**src/design/dfs_pkg.sv**
```systemverilog
// Shared types and constants for the distance fog shader.
package dfs_pkg;

  localparam int COLOR_W   = 8;
  localparam int DEPTH_W   = 24;
  localparam int FOG_W     = 20;
  localparam int NUM_LANES = 3;

  // Lane order in the packed color vectors.
  localparam int LANE_RED   = 0;
  localparam int LANE_GREEN = 1;
  localparam int LANE_BLUE  = 2;

  // Pipeline layout: input, multiply, divisor, one stage per quotient bit, output.
  localparam int DIV_STEPS = COLOR_W;
  localparam int DIV_FIRST = 3;
  localparam int LANE_STG  = DIV_FIRST + DIV_STEPS;
  localparam int OUT_STG   = LANE_STG;
  localparam int NUM_STG   = LANE_STG + 1;

  // 255 * depth^2 fits in two depths plus one color width.
  localparam int QW = 2 * DEPTH_W + COLOR_W;

  localparam logic [FOG_W-1:0] FOG_RESET = FOG_W'(50000);

  typedef logic [COLOR_W-1:0] color_t;
  typedef logic [DEPTH_W-1:0] depth_t;
  typedef logic [FOG_W-1:0]   fog_t;
  typedef logic [QW-1:0]      qval_t;

endpackage

```
**src/design/dfs_merge.sv**
```systemverilog
// Output register: picks quotient or pass-through for every lane.
module dfs_merge import dfs_pkg::*; (
  input  logic                                 clk,
  input  logic                                 en,
  input  logic                                 bypass,
  input  logic [NUM_LANES-1:0][COLOR_W-1:0]    quot,
  input  logic [NUM_LANES-1:0][COLOR_W-1:0]    chan,
  output logic [NUM_LANES-1:0][COLOR_W-1:0]    pix
);

  always_ff @(posedge clk) begin
    if (en) begin
      for (int l = 0; l < NUM_LANES; l++) begin
        pix[l] <= bypass ? chan[l] : quot[l];
      end
    end
  end

endmodule

```
**config.mk**
```make
export PLATFORM = sky130hd
export DESIGN_NAME = dfs_merge
export DESIGN_NICKNAME = d
export VERILOG_FILES = /design/src/design/dfs_pkg.sv /design/src/design/dfs_merge.sv
export SDC_FILE = /design/constraint.sdc
export NUM_CORES = 1
export LEC_CHECK = 0
export ABC_AREA = 1
export BUFFER_PORTS_ARGS = -buffer_cell sky130_fd_sc_hd__buf_4
export CORE_MARGIN = 2
export CORE_UTILIZATION = 40
export DETAILED_ROUTE_END_ITERATION = 12
export PLACE_DENSITY = 0.78
export RECOVER_POWER = 25
export SYNTH_ARGS = -nofsm -noshare
export SYNTH_HDL_FRONTEND = slang
export SYNTH_SLANG_ARGS = --single-unit
```
**constraint.sdc**
```tcl
create_clock -name clk -period 0.8 [get_ports clk]
set_input_delay 0.12 -clock clk [delete_from_list [all_inputs] [get_ports clk]]
set_output_delay 0.12 -clock clk [all_outputs]
set_load 0.02 [all_outputs]
```
==> flow_summary.yaml <==
status:
  status: "finished, violations left"
  failed_checks: "setup timing"
clock_tree:
  cts_hold_buf: 0
  cts_root_buf: "clkbuf_4"
  cts.sinks: 24
  cts_max_level: 1
  cts_tree: "yes"
  cts_buffers: 3
  clk_pin_slew_ps: 130
  clk_path_buf_depth: 2
  post_cts_buffers: 0
detailed_routing:
  route.detailed.drc: 0
  wl_mm: 2.69
  antenna_left: 0
  wl_per_cell_um: 13.0
  num_vias: 940
  drtIter0Drc: 25
  dr.pass1.iters: 4
  post_drt_via_cell_ratio: 4.54
worst_setup_path:
  path_buf_inv: 1
  crit_required_ps: 680
  worst_ep_arrival_time_ps: 870
  path_delay_family: "flip-flops"
  cp-end-kind: "primary output"
  startpoint_type: "register"
  critPathMaxStageDelay_ps: 420
  path_cells: "buf_6"
  crit_type: "register to primary output"
  crit_slowest_cell: "edfxtp_1"
  cp_max_fo: 1
pwr:
  power_density_mw_per_mm2: 1610
  p_leak_nw: 0.874
  ir_worst_vdd_mv: 0.912
global_routing:
  grt_max_degree: 25
  grt_usage_pct: 18.1
  grt_antenna_before_repair: 0
  grt_overflow_total: 0
  grt_pass1_wl_mm: 4.49
  grt_pass1_vias: 1032
synth:
  synth_compound_area_share_pct: 0
  avgSynthCellArea_um2: 10.7
  synth_top_family_by_area: "simple AND/OR/NAND/NOR gates"
  synthCells: 102
  netlist_area_mm2: 0.00109
  synthXorXnorAreaFrac_pct: 0
  synth_fa_ha_area_share_pct: 0
  synth_warnings: 0
  syn-num-nets: 153
  synth_cell_types: 7
  synth-seq-cells: 24
  synth-simple-area-share_pct: 27.0
  ys_seq_area_share_pct: 65.8
  yosys-mux-area-fraction_pct: 0
final_layout:
  reg_top3: "pix (24)"
  drive_gt1_share_pct: 50.8
  final_net_count: 229
  diodes: 0
  design_area_mm2: 0.00177
  layout.cells.non_filler: 207
  syn2layout_area_growth_pct: 62.1
  fin_util_pct: 69.7
  regMostFlops: "pix"
  largest_reg_flops: 24
placement:
  placed_cells: 203
  gp_congestion: 0.735
  dp_hpwl_mm: 2.04
  io_buffers: 74
  placed_cell_area_mm2: 0.00166
floorplan:
  io_pins: 75
  core.rowCount: 18
  die_y_um: 56.3
  dieWidth_um: 56.3
  die_area_mm2: 0.00317
  initial_core_util_pct: 43.0
  core_area_mm2: 0.00254
timing:
  rsz0062_at_grt: "true"
  slew_viol_final: 0
  tightest_slew_ps: 585
  post-route-period-util_pct: 124
  slew_headroom_pct: 61.0
  setup_viol: 24
  hold_violations: 0
  max_freq_ghz: 1.01
  fin_ws_ps: -190
  layout_min_cycle_time_ps: 990
worst_hold_path:
  worstHoldPathType: "input pin to register"
job:
  maxCapViolCount: 0
==> cell usage in the layout, fill, tap and decap left out <==
cell type,n
buf_4,49
nand2_2,10
nand2_1,62
clkinv_1,1
clkbuf_4,3
inv_8,1
buf_6,24
buf_12,2
edfxtp_1,24
clkbuf_2,1
==> layout make-up <==
class / instances / area (um^2)
fill: 193 / 771
timing repair buffer: 76 / 683
inverter: 1 / 11.3
multi-input combinational: 72 / 295
clock buffer: 3 / 22.5
clock inverter: 1 / 3.75
tap: 30 / 37.5
sequential: 24 / 721
==> tightest hold or removal path: stages <==
cell	delay (ps)
buf_4	70
nand2_1	40
nand2_1	40
==> logic make-up (layout without fill, tap and decap cells) <==
kind of cell	after synthesis	after routing
flip-flops	24	24
buffers and inverters	6	81
AND/OR/NAND/NOR	72	72
==> synth_stat cells <==
cell       n  area (um^2)
edfxtp_1  24          721
inv_8      1         11.3
nand2_2   10         62.6
buf_12     1         20.0
nand2_1   62          233
clkbuf_8   1         13.8
buf_6      3         33.8
==> power by group <==
group | switching [mW] | internal (mW) | total (mW)
logic | 0.345 | 0.419 | 0.765
clock network | 0.343 | 0.182 | 0.525
registers | 0.0506 | 1.52 | 1.57
total | 0.739 | 2.12 | 2.86
==> stage by stage <==
stage / TNS [ps] / setup WS, ps / power, mW / hold WS, ps
after global routing: -5340 / -237 / 3.00 / 52.2
after global placement: 0 / 29.1 / 2.26 / 383
final: -4100 / -190 / 2.86 / 66.2
after floorplan: 0 / 62.7 / 1.88 / 232
after CTS: -4380 / -195 / 2.89 / 60.4
after detailed placement: 0 / 0.595 / 2.28 / 389
==> routing by layer <==
| metal | vias to the layer above | part of all wire, % | track usage, % |
|---|---|---|---|
| li1 | 473 | - | - |
| met1 | 430 | 33 | 18.2 |
| met2 | 33 | 62 | 36.6 |
| met3 | 4 | 3.2 | 1.15 |
| met4 | 0 | 1.8 | 8.84 |
| met5 | - | 0 | 0 |
==> final timing paths <==
path | startpoint | to | slack, ps | cells after the start
setup / recovery | pix[4]$_DFFE_PP_ | pix[4] | -190 | 1
hold / removal | quot[15] | pix[15]$_DFFE_PP_ | 70 | 3
==> what timing repair did <==
item	CTS	global route
resized for setup	24	0
setup endpoints to repair	24	24
endpoints found under the hold margin	0	0
No activity file was read; power rests on OpenSTA's default activity.
