[src/design/dfs_pkg.sv]
// Shared types and constants for the distance fog shader.
package dfs_pkg;

  localparam int COLOR_W   = 8;
  localparam int DEPTH_W   = 24;
  localparam int FOG_W     = 20;
  localparam int NUM_LANES = 3;

  // Lane order in the packed color vectors.
  localparam int LANE_RED   = 0;
  localparam int LANE_GREEN = 1;
  localparam int LANE_BLUE  = 2;

  // Pipeline layout: input, multiply, divisor, one stage per quotient bit, output.
  localparam int DIV_STEPS = COLOR_W;
  localparam int DIV_FIRST = 3;
  localparam int LANE_STG  = DIV_FIRST + DIV_STEPS;
  localparam int OUT_STG   = LANE_STG;
  localparam int NUM_STG   = LANE_STG + 1;

  // 255 * depth^2 fits in two depths plus one color width.
  localparam int QW = 2 * DEPTH_W + COLOR_W;

  localparam logic [FOG_W-1:0] FOG_RESET = FOG_W'(50000);

  typedef logic [COLOR_W-1:0] color_t;
  typedef logic [DEPTH_W-1:0] depth_t;
  typedef logic [FOG_W-1:0]   fog_t;
  typedef logic [QW-1:0]      qval_t;

endpackage

[src/design/dfs_divisor.sv]
// Shared divisor path: 255*depth^2, clamp decision, and divisor taps for the lanes.
module dfs_divisor import dfs_pkg::*; #(
  parameter int FRAC_BITS = 8
) (
  input  logic                           clk,
  input  logic [LANE_STG-1:0]            en,
  input  depth_t                         depth_in,
  input  fog_t                           fog,
  output logic [DIV_STEPS-1:0][QW-1:0]   q_taps,
  output logic                           bypass
);

  localparam int SW = FOG_W + 2 * FRAC_BITS;
  localparam int MW = (QW > SW) ? QW : SW;

  depth_t                   d0;
  logic [2*DEPTH_W-1:0]     dsq;
  qval_t                    qreg [DIV_STEPS];
  logic [DIV_STEPS-1:0]     byp;
  logic [SW-1:0]            scaled_fog;

  assign scaled_fog = SW'(fog) << (2 * FRAC_BITS);

  always_ff @(posedge clk) begin
    if (en[0]) d0 <= depth_in;
    if (en[1]) dsq <= (2 * DEPTH_W)'(d0) * (2 * DEPTH_W)'(d0);
    // 255*x computed as (x << 8) - x
    if (en[2]) qreg[0] <= (QW'(dsq) << COLOR_W) - QW'(dsq);
    for (int j = 1; j < DIV_STEPS; j++) begin
      if (en[2 + j]) qreg[j] <= qreg[j-1];
    end
    // brightness >= 255 (or depth zero): pass channels through
    if (en[DIV_FIRST]) byp[0] <= !(MW'(qreg[0]) > MW'(scaled_fog));
    for (int j = 1; j < DIV_STEPS; j++) begin
      if (en[DIV_FIRST + j]) byp[j] <= byp[j-1];
    end
  end

  always_comb begin
    for (int j = 0; j < DIV_STEPS; j++) begin
      q_taps[j] = qreg[j];
    end
  end

  assign bypass = byp[DIV_STEPS-1];

endmodule

[config.mk]
export PLATFORM = sky130hd
export DESIGN_NAME = dfs_divisor
export DESIGN_NICKNAME = d
export VERILOG_FILES = /design/src/design/dfs_pkg.sv /design/src/design/dfs_divisor.sv
export SDC_FILE = /design/constraint.sdc
export NUM_CORES = 2
export LEC_CHECK = 0
export ABC_AREA = 1
export BUFFER_PORTS_ARGS = -buffer_cell sky130_fd_sc_hd__buf_2
export CAP_MARGIN = 30
export CORE_MARGIN = 1
export CORE_UTILIZATION = 60
export DETAILED_ROUTE_END_ITERATION = 6
export PLACE_DENSITY = 0.82
export SKIP_LAST_GASP = 1
export SLEW_MARGIN = 30
export SYNTH_ARGS = -nofsm -noshare
export SYNTH_HDL_FRONTEND = slang
export SYNTH_SLANG_ARGS = --single-unit
[constraint.sdc]
create_clock -name clk -period 6.9 [get_ports clk]
set_input_delay 0.69 -clock clk [delete_from_list [all_inputs] [get_ports clk]]
set_output_delay 0.69 -clock clk [all_outputs]
set_load 0.01 [all_outputs]
==> out/results.tsv <==
metric	value	unit
status	complete, no violations	
Initial Util	0.6087	
period utilization	0.9452	
largest net degree at the start of global routing	57	
Post-Syn Nets	4636	
vias	28190	
critical path startpoint category	flip-flop	
site row count	92	
Die X	255.2	um
clk_skew	0.03059	ns
synthesized area per cell	9.818	um2
Final Instance Count excl. Fillers	5363	
CTS tree	yes	
vias in the first global route	28710	
critical path class	flip-flop to flip-flop	
Syn Inst Count	3918	
Layout Nets	5182	
Yosys top cell area share	0.4052	
Tmin final	6.522	ns
Final Max Slew Viols	0	
Reg2Reg Launch Point	d0[17]$_DFFE_PP_	
Port Buffer Count	504	
initial drt markers	2178	
Area growth syn-to-layout	14.39	%
core footprint	0.06320	mm2
RSZ-0062 raised after global routing	false	
gpl congestion	0.9640	
crit path launch	d0[17]$_DFFE_PP_	
I/O pin count	505	
Place WS	0.3686	ns
CP Max Fanout	13	
antenna violations before repair	9	
Post-CTS Hold Buffers	0	
total track usage	0.3514	
Die Area	0.06513	mm2
Req. time, crit path	7.26	ns
FMAX	0.1533	GHz
Max-Cap Viols	0	
Vert. Die Dim	255.2	um
Final setup viols	0	
DR WL/cell	20.98	um
Clock Tree Buf Depth	3	
Min-Delay Startpoint	depth_in[19]	
final WL	112500	um
post-route ant nets	0	
sequential-to-total area share from yosys stat	0.4052	
Root Driver	clkbuf_16	
placed wire-length estimate	91960	um
Hold/Removal Path Class	input pin to flip-flop	
CTS Buf Count	54	
Critical Path AT	6.88	ns
CTS sink cnt	519	
Fin Setup TNS	0	ns
Residual DRC	0	
first-pass GRT wire length	167000	um
Slew HR	0.3721	
Cell Area, Synth	0.03847	mm2
dpl cells	5250	
dominant cells by area after synthesis	edfxtp_1, fa_1, inv_1, nand2_1, ha_1	
post-route setup slack	0.3778	ns
area leader, netlist	edfxtp_1	
crit path capture type	flip-flop	
proportion of layout cells with a drive suffix above 1	0.1608	
Vias/cell	5.257	
Synth cell types	36	
worst-skew pair later-pin latency	0.63	ns
Worst-Margin Slew	0.9419	ns
Hold Vio Cnt, Final	0	
gr ovfl total	0	
number of synthesized register bits	519	
drt first pass iters	6	
H-tree levels	2	
Worst-path clk slew	0.06	ns
Warnings, synthesis	0	
[per-stage QoR]
step                hold WS, ns    util  instance area, um2
floorplan                0.4003       -               38470
global placement         0.4017  0.6664               42110
detailed placement       0.4151  0.6664               42120
CTS                      0.2137  0.6951               43930
global route             0.2255  0.6962               43990
finish                   0.2457  0.6963               44000
[cells in the mapped netlist, drive strengths merged]
cell type and n:
buf 8, a31oi 4, o21ai 13, xor2 53, xnor2 15, or2 3, o22ai 2, nor3 23
nand4 18, and2 8, o21bai 13, inv 1128, nor2 185, o21a 1, nand2 1029, fa 425
nand3 97, ha 237, nand3b 9, clkbuf 50, nor4 5, edfxtp 519, a21oi 69, mux2 1
a21o 3
[path summary, 6_finish.rpt]
check | to | slack (ns) | cells past startpoint
hold reg to reg | qreg[0][220]$_DFFE_PP_ | 0.42 | 0
setup reg to reg | dsq[47]$_DFFE_PP_ | 0.38 | 25
hold / removal | d0[19]$_DFFE_PP_ | 0.25 | 1
setup / recovery | dsq[47]$_DFFE_PP_ | 0.38 | 25
[layer usage]
layer,routed length (um),up-vias,global-route usage
li1,-,12840,-
met1,40100,13700,0.4103
met2,54850,1342,0.6018
met3,10870,302,0.08614
met4,6452,8,0.1757
met5,257,-,0.02782
[placed cells by master, fill, tap and decap left out, drive strengths merged]
master / count
xor2: 53
diode: 8
nand3b: 9
fa: 425
a21o: 3
and2: 8
o21bai: 13
bufinv: 7
xnor2: 15
nand3: 97
clkinv: 22
o21a: 1
or2: 3
o22ai: 2
a21oi: 69
buf: 548
inv: 1132
nand4: 18
nor2: 185
ha: 237
mux2: 1
nor3: 23
a31oi: 4
edfxtp: 519
clkbuf: 64
nand2: 1029
o21ai: 13
clkinvlp: 4
nor4: 5
[state kept, by name, summed over array words and instances (netlist names)]
register,cells
d0,24
qreg,440
dsq,47
byp,8
[logic make-up (layout without fill, tap and decap cells)]
kind of cell / Yosys count / count (layout) / synth area share
AOI/OAI and AO/OA: 105 / 105 / 0.01506
xor gates and xnor gates: 68 / 68 / 0.01548
adders and majority gates: 662 / 662 / 0.2983
buffers and inverters: 1186 / 1777 / 0.1165
DFF: 519 / 519 / 0.4052
muxes: 1 / 1 / 0.0002927
other: 0 / 8 / 0
and+or+nand+nor: 1377 / 1377 / 0.1492
[timing repair]
action                     CTS  global route
resized for setup            0             0
setup endpoints to repair    0            11
buffers inserted             0             4
[cell type report]
type	count	area, um2
diodes	8	20.02
flip-flops and latches	519	15580
clock inverters	37	422.9
well taps	846	1059
multi-input cells	2213	18400
fillers	4733	19190
repair buffers	548	2893
inverters	1128	4234
clock buffers	64	1389
[critical path, stage by stage (launching register included)]
cell and delay, ns:
edfxtp_1 0.64, buf_4 0.31, nand2_1 0.15, fa_1 0.52, inv_1 0.05, fa_1 0.47
inv_1 0.05, fa_1 0.50, fa_1 0.57, inv_1 0.05, fa_1 0.47, fa_1 0.51
inv_1 0.06, fa_1 0.48, inv_1 0.05, ha_1 0.37, nand2_1 0.10, inv_1 0.06
a21oi_1 0.31, nand2_1 0.12, inv_1 0.07, nand2_1 0.06, nand2_1 0.09, nand3_1 0.08
nand2_1 0.07, nand2_1 0.04
Power is left out: the tool's default activity adds up to more than one toggle a clock period on the data nets, which glitch-free logic cannot reach.
