## config.mk

```make
export PLATFORM = sky130hd
export DESIGN_NAME = dfs_lane
export DESIGN_NICKNAME = d
export VERILOG_FILES = /design/src/design/dfs_pkg.sv /design/src/design/dfs_lane.sv
export SDC_FILE = /design/constraint.sdc
export NUM_CORES = 2
export LEC_CHECK = 0
export BUFFER_PORTS_ARGS = -buffer_cell sky130_fd_sc_hd__buf_2
export CAP_MARGIN = 20
export CORE_ASPECT_RATIO = 0.5
export CORE_MARGIN = 2
export CORE_UTILIZATION = 61
export CTS_BUF_LIST = sky130_fd_sc_hd__clkbuf_4 sky130_fd_sc_hd__clkbuf_8
export DETAILED_ROUTE_END_ITERATION = 12
export HOLD_SLACK_MARGIN = 0.03
export PLACE_DENSITY = 0.95
export SLEW_MARGIN = 20
export SYNTH_ARGS = -nofsm -noshare
export SYNTH_HDL_FRONTEND = slang
export SYNTH_SLANG_ARGS = --single-unit
```

## constraint.sdc

```tcl
create_clock -name clk -period 6.75 [get_ports clk]
set_input_delay 1.35 -clock clk [delete_from_list [all_inputs] [get_ports clk]]
set_output_delay 1.35 -clock clk [all_outputs]
set_load 0.01 [all_outputs]
```

## src/design/dfs_pkg.sv

```systemverilog
// Shared types and constants for the distance fog shader.
package dfs_pkg;

  localparam int COLOR_W   = 8;
  localparam int DEPTH_W   = 24;
  localparam int FOG_W     = 20;
  localparam int NUM_LANES = 3;

  // Lane order in the packed color vectors.
  localparam int LANE_RED   = 0;
  localparam int LANE_GREEN = 1;
  localparam int LANE_BLUE  = 2;

  // Pipeline layout: input, multiply, divisor, one stage per quotient bit, output.
  localparam int DIV_STEPS = COLOR_W;
  localparam int DIV_FIRST = 3;
  localparam int LANE_STG  = DIV_FIRST + DIV_STEPS;
  localparam int OUT_STG   = LANE_STG;
  localparam int NUM_STG   = LANE_STG + 1;

  // 255 * depth^2 fits in two depths plus one color width.
  localparam int QW = 2 * DEPTH_W + COLOR_W;

  localparam logic [FOG_W-1:0] FOG_RESET = FOG_W'(50000);

  typedef logic [COLOR_W-1:0] color_t;
  typedef logic [DEPTH_W-1:0] depth_t;
  typedef logic [FOG_W-1:0]   fog_t;
  typedef logic [QW-1:0]      qval_t;

endpackage

```

## src/design/dfs_lane.sv

```systemverilog
// One color lane: channel times numerator, then a restoring divide, one bit per stage.
module dfs_lane import dfs_pkg::*; #(
  parameter int FRAC_BITS = 8
) (
  input  logic                           clk,
  input  logic [LANE_STG-1:0]            en,
  input  color_t                         chan_in,
  input  fog_t                           fog,
  input  logic [DIV_STEPS-1:0][QW-1:0]   q_taps,
  output color_t                         quot_out,
  output color_t                         chan_out
);

  localparam int PW   = COLOR_W + FOG_W;
  localparam int REMW = PW + 2 * FRAC_BITS;
  localparam int CW   = QW + COLOR_W;

  color_t           ch   [LANE_STG];
  logic [PW-1:0]    prod;
  logic [REMW-1:0]  rem  [DIV_STEPS+1];
  color_t           quot [1:DIV_STEPS];

  always_ff @(posedge clk) begin
    if (en[0]) ch[0] <= chan_in;
    for (int k = 1; k < LANE_STG; k++) begin
      if (en[k]) ch[k] <= ch[k-1];
    end
    if (en[1]) prod <= PW'(ch[0]) * PW'(fog);
    if (en[2]) rem[0] <= REMW'(prod) << (2 * FRAC_BITS);
  end

  for (genvar j = 0; j < DIV_STEPS; j++) begin : g_step
    logic [CW:0] trial;
    logic        qbit;
    color_t      quot_next;

    // trial subtract of divisor aligned to quotient bit (DIV_STEPS-1-j)
    assign trial = {1'b0, CW'(rem[j])} - {1'b0, (CW'(q_taps[j]) << (DIV_STEPS - 1 - j))};
    assign qbit  = !trial[CW];

    if (j == 0) begin : g_first
      assign quot_next = {{(COLOR_W-1){1'b0}}, qbit};
    end else begin : g_rest
      assign quot_next = {quot[j][COLOR_W-2:0], qbit};
    end

    always_ff @(posedge clk) begin
      if (en[DIV_FIRST + j]) begin
        rem[j+1]  <= qbit ? trial[REMW-1:0] : rem[j];
        quot[j+1] <= quot_next;
      end
    end
  end

  assign quot_out = quot[DIV_STEPS];
  assign chan_out = ch[LANE_STG-1];

endmodule

```

==> metrics list <==
- Area growth from synthesis to layout: 12.0%
- Number of enable-type register cells in the synthesized netlist: 460
- During placement, the flow inserted port buffers numbering 503.
* 1st-iter DRT viols: 2,635
- Clock tree from TritonCTS: built
* Worst slack on hold paths: 0.400 ns
* Share of the cycle needed by the critical path after routing: 89.4%
- In the routed design, unresolved DRC markers number 0.
- Share of cell area taken by muxes after synthesis: 3.57%
* Worst-Skew Late Latency: 0.66 ns
- Post-placement cell count: 5,241
- The multi-input combinational cells in the finished layout cover a total of 0.0222 mm².
- The worst setup path is of the reg2reg kind.
* Last weighted congestion value of the routability-driven placer: 0.955
- The number of setup buffers added after CTS is 0.
- The library cell used most frequently in the layout, excluding fill and tap cells, is buf_2.
- After clock tree synthesis, the flow added hold-fix buffers numbering 0.
- The worst register-to-register path has a setup slack of 0.71 ns.
- Counting every net in the synthesized netlist gives 4,963.
- Cells with a size suffix above 1 make up 16.6% of the layout.
- Final hold violation count: 0
* Endpoint, Worst Hold: ch[7][4]$_DFFE_PP_
* Die area: 0.0649 mm²
* Horizontal die dimension: 358 µm
- Cell area after layout: 0.0429 mm²
- Number of top-level pins: 504
- Xor/xnor cell area share of the yosys netlist: 5.86%
- The worst register-to-register path begins at ch[0][4]$_DFFE_PP_.
* Fraction of the mapped netlist area in compound gates: 16.8%
- Number of buffers inserted during clock tree synthesis: 72
- Register area share after synthesis: 36.1%
- After synthesis, the share of flip-flops with an asynchronous set or reset is 0%.
* Worst-Margin Slew: 1.09 ns
* Data arrival at the endpoint of the critical path: 6.42 ns
* Final WS setup: 0.713 ns
- Synth unique cells: 96
- Final non-filler cell total: 5,373
- The tree is rooted in a clkbuf_8.
- Worst hold path startpoint: ch[6][4]$_DFFE_PP_
- The first global-routing pass estimated 155,000 µm of wire.
- At the placement stage, the worst setup path has a slack of 0.220 ns.
- Arithmetic-cell share of the synthesized area counting full adders, half adders and majority gates: 17.6%
* Sum of internal, switching and leakage power: 10.5 mW
* Vias per inst: 5.83
- Cell area after placement: 0.0415 mm²
- The clock passes through at most 3 buffers.
* Number of cells on the worst reg-to-reg path: 18
- Worst supply voltage drop on vdd: 0.189 mV
- Clock group share of total power: 21.9%
- Number of gates given a new drive strength after cts: 0
* Post-synthesis cell area: 0.0383 mm²
- GR Util All Layers: 29.4%
- Router iterations before antenna repair: 6
- In this run the critical register-to-register path is captured at prod[25]$_DFFE_PP_.
- Placed wire-length estimate after detailed placement: 77,100 µm
- Commonest cells after routing, fill and taps aside: buf_2 (502), inv_1 (498), edfxtp_1 (460), nand2_1 (362), ha_1 (357)
- Critical path capture point type: register
* Clock-pin slew reported for the worst setup and hold paths after clock tree synthesis: 0.07 ns
* Worst Hold Path Cells: 0
* Sinks on Clock Net: 460
- Syn. warnings: 0
- Setup violators final: 0
- Utilization after layout: 69.6%
- Starting utilization of the core area: 62.2%
* Antenna Violating Nets Remaining: 0
* Avg Cell Area, Syn: 9.56 µm²
* Startpoint types: register
- Max transition margin: 27.6%
- Among all flip-flop cells after synthesis, the most frequent one is edfxtp_1.
- In the final routed layout, each cell accounts on average for 18.0 µm.
- Summed over all cells, the static leakage comes to 20.0 nW.
- Switching component of the power: 3.78 mW
* Worst Path Required: 7.13 ns
- Entering global routing, the biggest net connects 74 pins.
* Flip-flop and latch area: 0.0138 mm²
- Reported max-cap violation count: 0
- Slew Viols, Final: 0
* Dominant combinational cell family by area after synthesis: adder cells
- Measured along the y axis, the die boundary spans 181 µm.
- After detailed routing, the total wire length is 96,600 µm.
* Via count of the first global-routing pass: 31,390
- Combinational power share: 42.1%
- In the final design database the tool counted 5,449 nets.
* RSZ-0062 raised after global routing: no
* Floorplan core area: 0.0616 mm²
- Overflow after GRT: 0
- Static timing analysis puts the maximum clock frequency at 166 MHz.
- Post-synthesis instance total: 4,004
- Synthesis-stage register bit count: 460
- The path class of the tightest hold or removal check is reg2reg.
- Run status: completed
- Antenna violations before repair: 4
- Critical-path maximum fanout: 21
- Counting the fill cells in the layout gives 4,535.
- Flop pwr share: 36.1%
- Max Clock Skew: 0.0404 ns
* Post-Synth Simple-Gate Area: 13.9%
* Final setup TNS: 0 ns
- Number of H-tree branching levels: 3
* Switching part of the total power: 36.0%
* Via Count: 31,336
- Power density over the cells: 245 mW/mm²
- Min Clock Period, post-route: 6.04 ns
* Total number of placement rows: 64
* Int Power: 6.71 mW
-- routing by layer --
metal | vias to the layer above | global-route usage, % | routed length (µm)
met5 | - | 0 | 0
met4 | 0 | 13.5 | 4670
met3 | 288 | 3.68 | 4680
met2 | 1069 | 52.4 | 48700
met1 | 14762 | 35.5 | 38500
li1 | 15217 | - | -
-- flip-flops by register name, summed over array words and instances (netlist names) --
| signal | cells |
|---|---|
| rem | 308 |
| ch | 88 |
| prod | 28 |
| quot | 36 |
-- worst max path at each step --
stage	start	endpoint
after floorplan	fog[3]	prod[26]$_DFFE_PP_
after global placement	fog[0]	prod[25]$_DFFE_PP_
after detailed placement	fog[0]	prod[25]$_DFFE_PP_
after CTS	ch[0][4]$_DFFE_PP_	prod[25]$_DFFE_PP_
after global routing	ch[0][4]$_DFFE_PP_	prod[25]$_DFFE_PP_
final	ch[0][4]$_DFFE_PP_	prod[25]$_DFFE_PP_
-- power groups by stage --
stage | combinational [mW] | clock (mW) | sequential [mW]
floorplan | 3.33 | 0 | 3.75
global placement | 4.12 | 0 | 3.82
detailed placement | 4.34 | 0 | 3.84
CTS | 4.37 | 2.33 | 3.78
global route | 4.94 | 2.45 | 3.81
finish | 4.42 | 2.29 | 3.78
-- cell usage after synthesis, types with 114 or more instances --
cell	number	area [µm²]
xnor2_1	141	1230
nor2_1	191	717
ha_1	357	4470
a21oi_1	279	1400
a21o_1	143	1070
fa_1	114	2280
xor2_1	115	1010
o21ai_0	286	1430
inv_1	498	1870
edfxtp_1	460	13800
and2_1	143	895
nand2_1	362	1360
-- cell type report --
type,count,area share [%]
timing repair buffer,516,6.14
antenna,6,0.0350
tap,825,2.41
multi-input combinational,2942,51.7
inverter,498,4.36
clock buffer,86,2.56
sequential,460,32.2
clock inverter,40,0.584
-- kinds of logic (layout without fill, tap and decap cells) --
kind of cell,after synthesis,in the layout
other,0,6
muxes,115,115
adders and majority gates,471,471
buffers and inverters,602,1140
DFF,460,460
xor gates and xnor gates,256,256
AOI/OAI and AO/OA,1024,1024
and+or+nand+nor,1076,1076
-- worst max-delay path, stage by stage (launching register included) --
cell and delay (ns):
edfxtp_1 0.71, and2_1 0.33, fa_1 0.47, fa_1 0.51
ha_1 0.29, inv_1 0.05, fa_1 0.54, inv_1 0.05
ha_1 0.34, nor2b_1 0.15, o21ai_0 0.22, a21boi_0 0.23
o41ai_1 0.53, o21ai_0 0.28, o211ai_1 0.40, nand2_1 0.14
a211o_1 0.28, a21oi_1 0.17, xnor2_1 0.09
No activity file was read; power rests on OpenSTA's default activity.
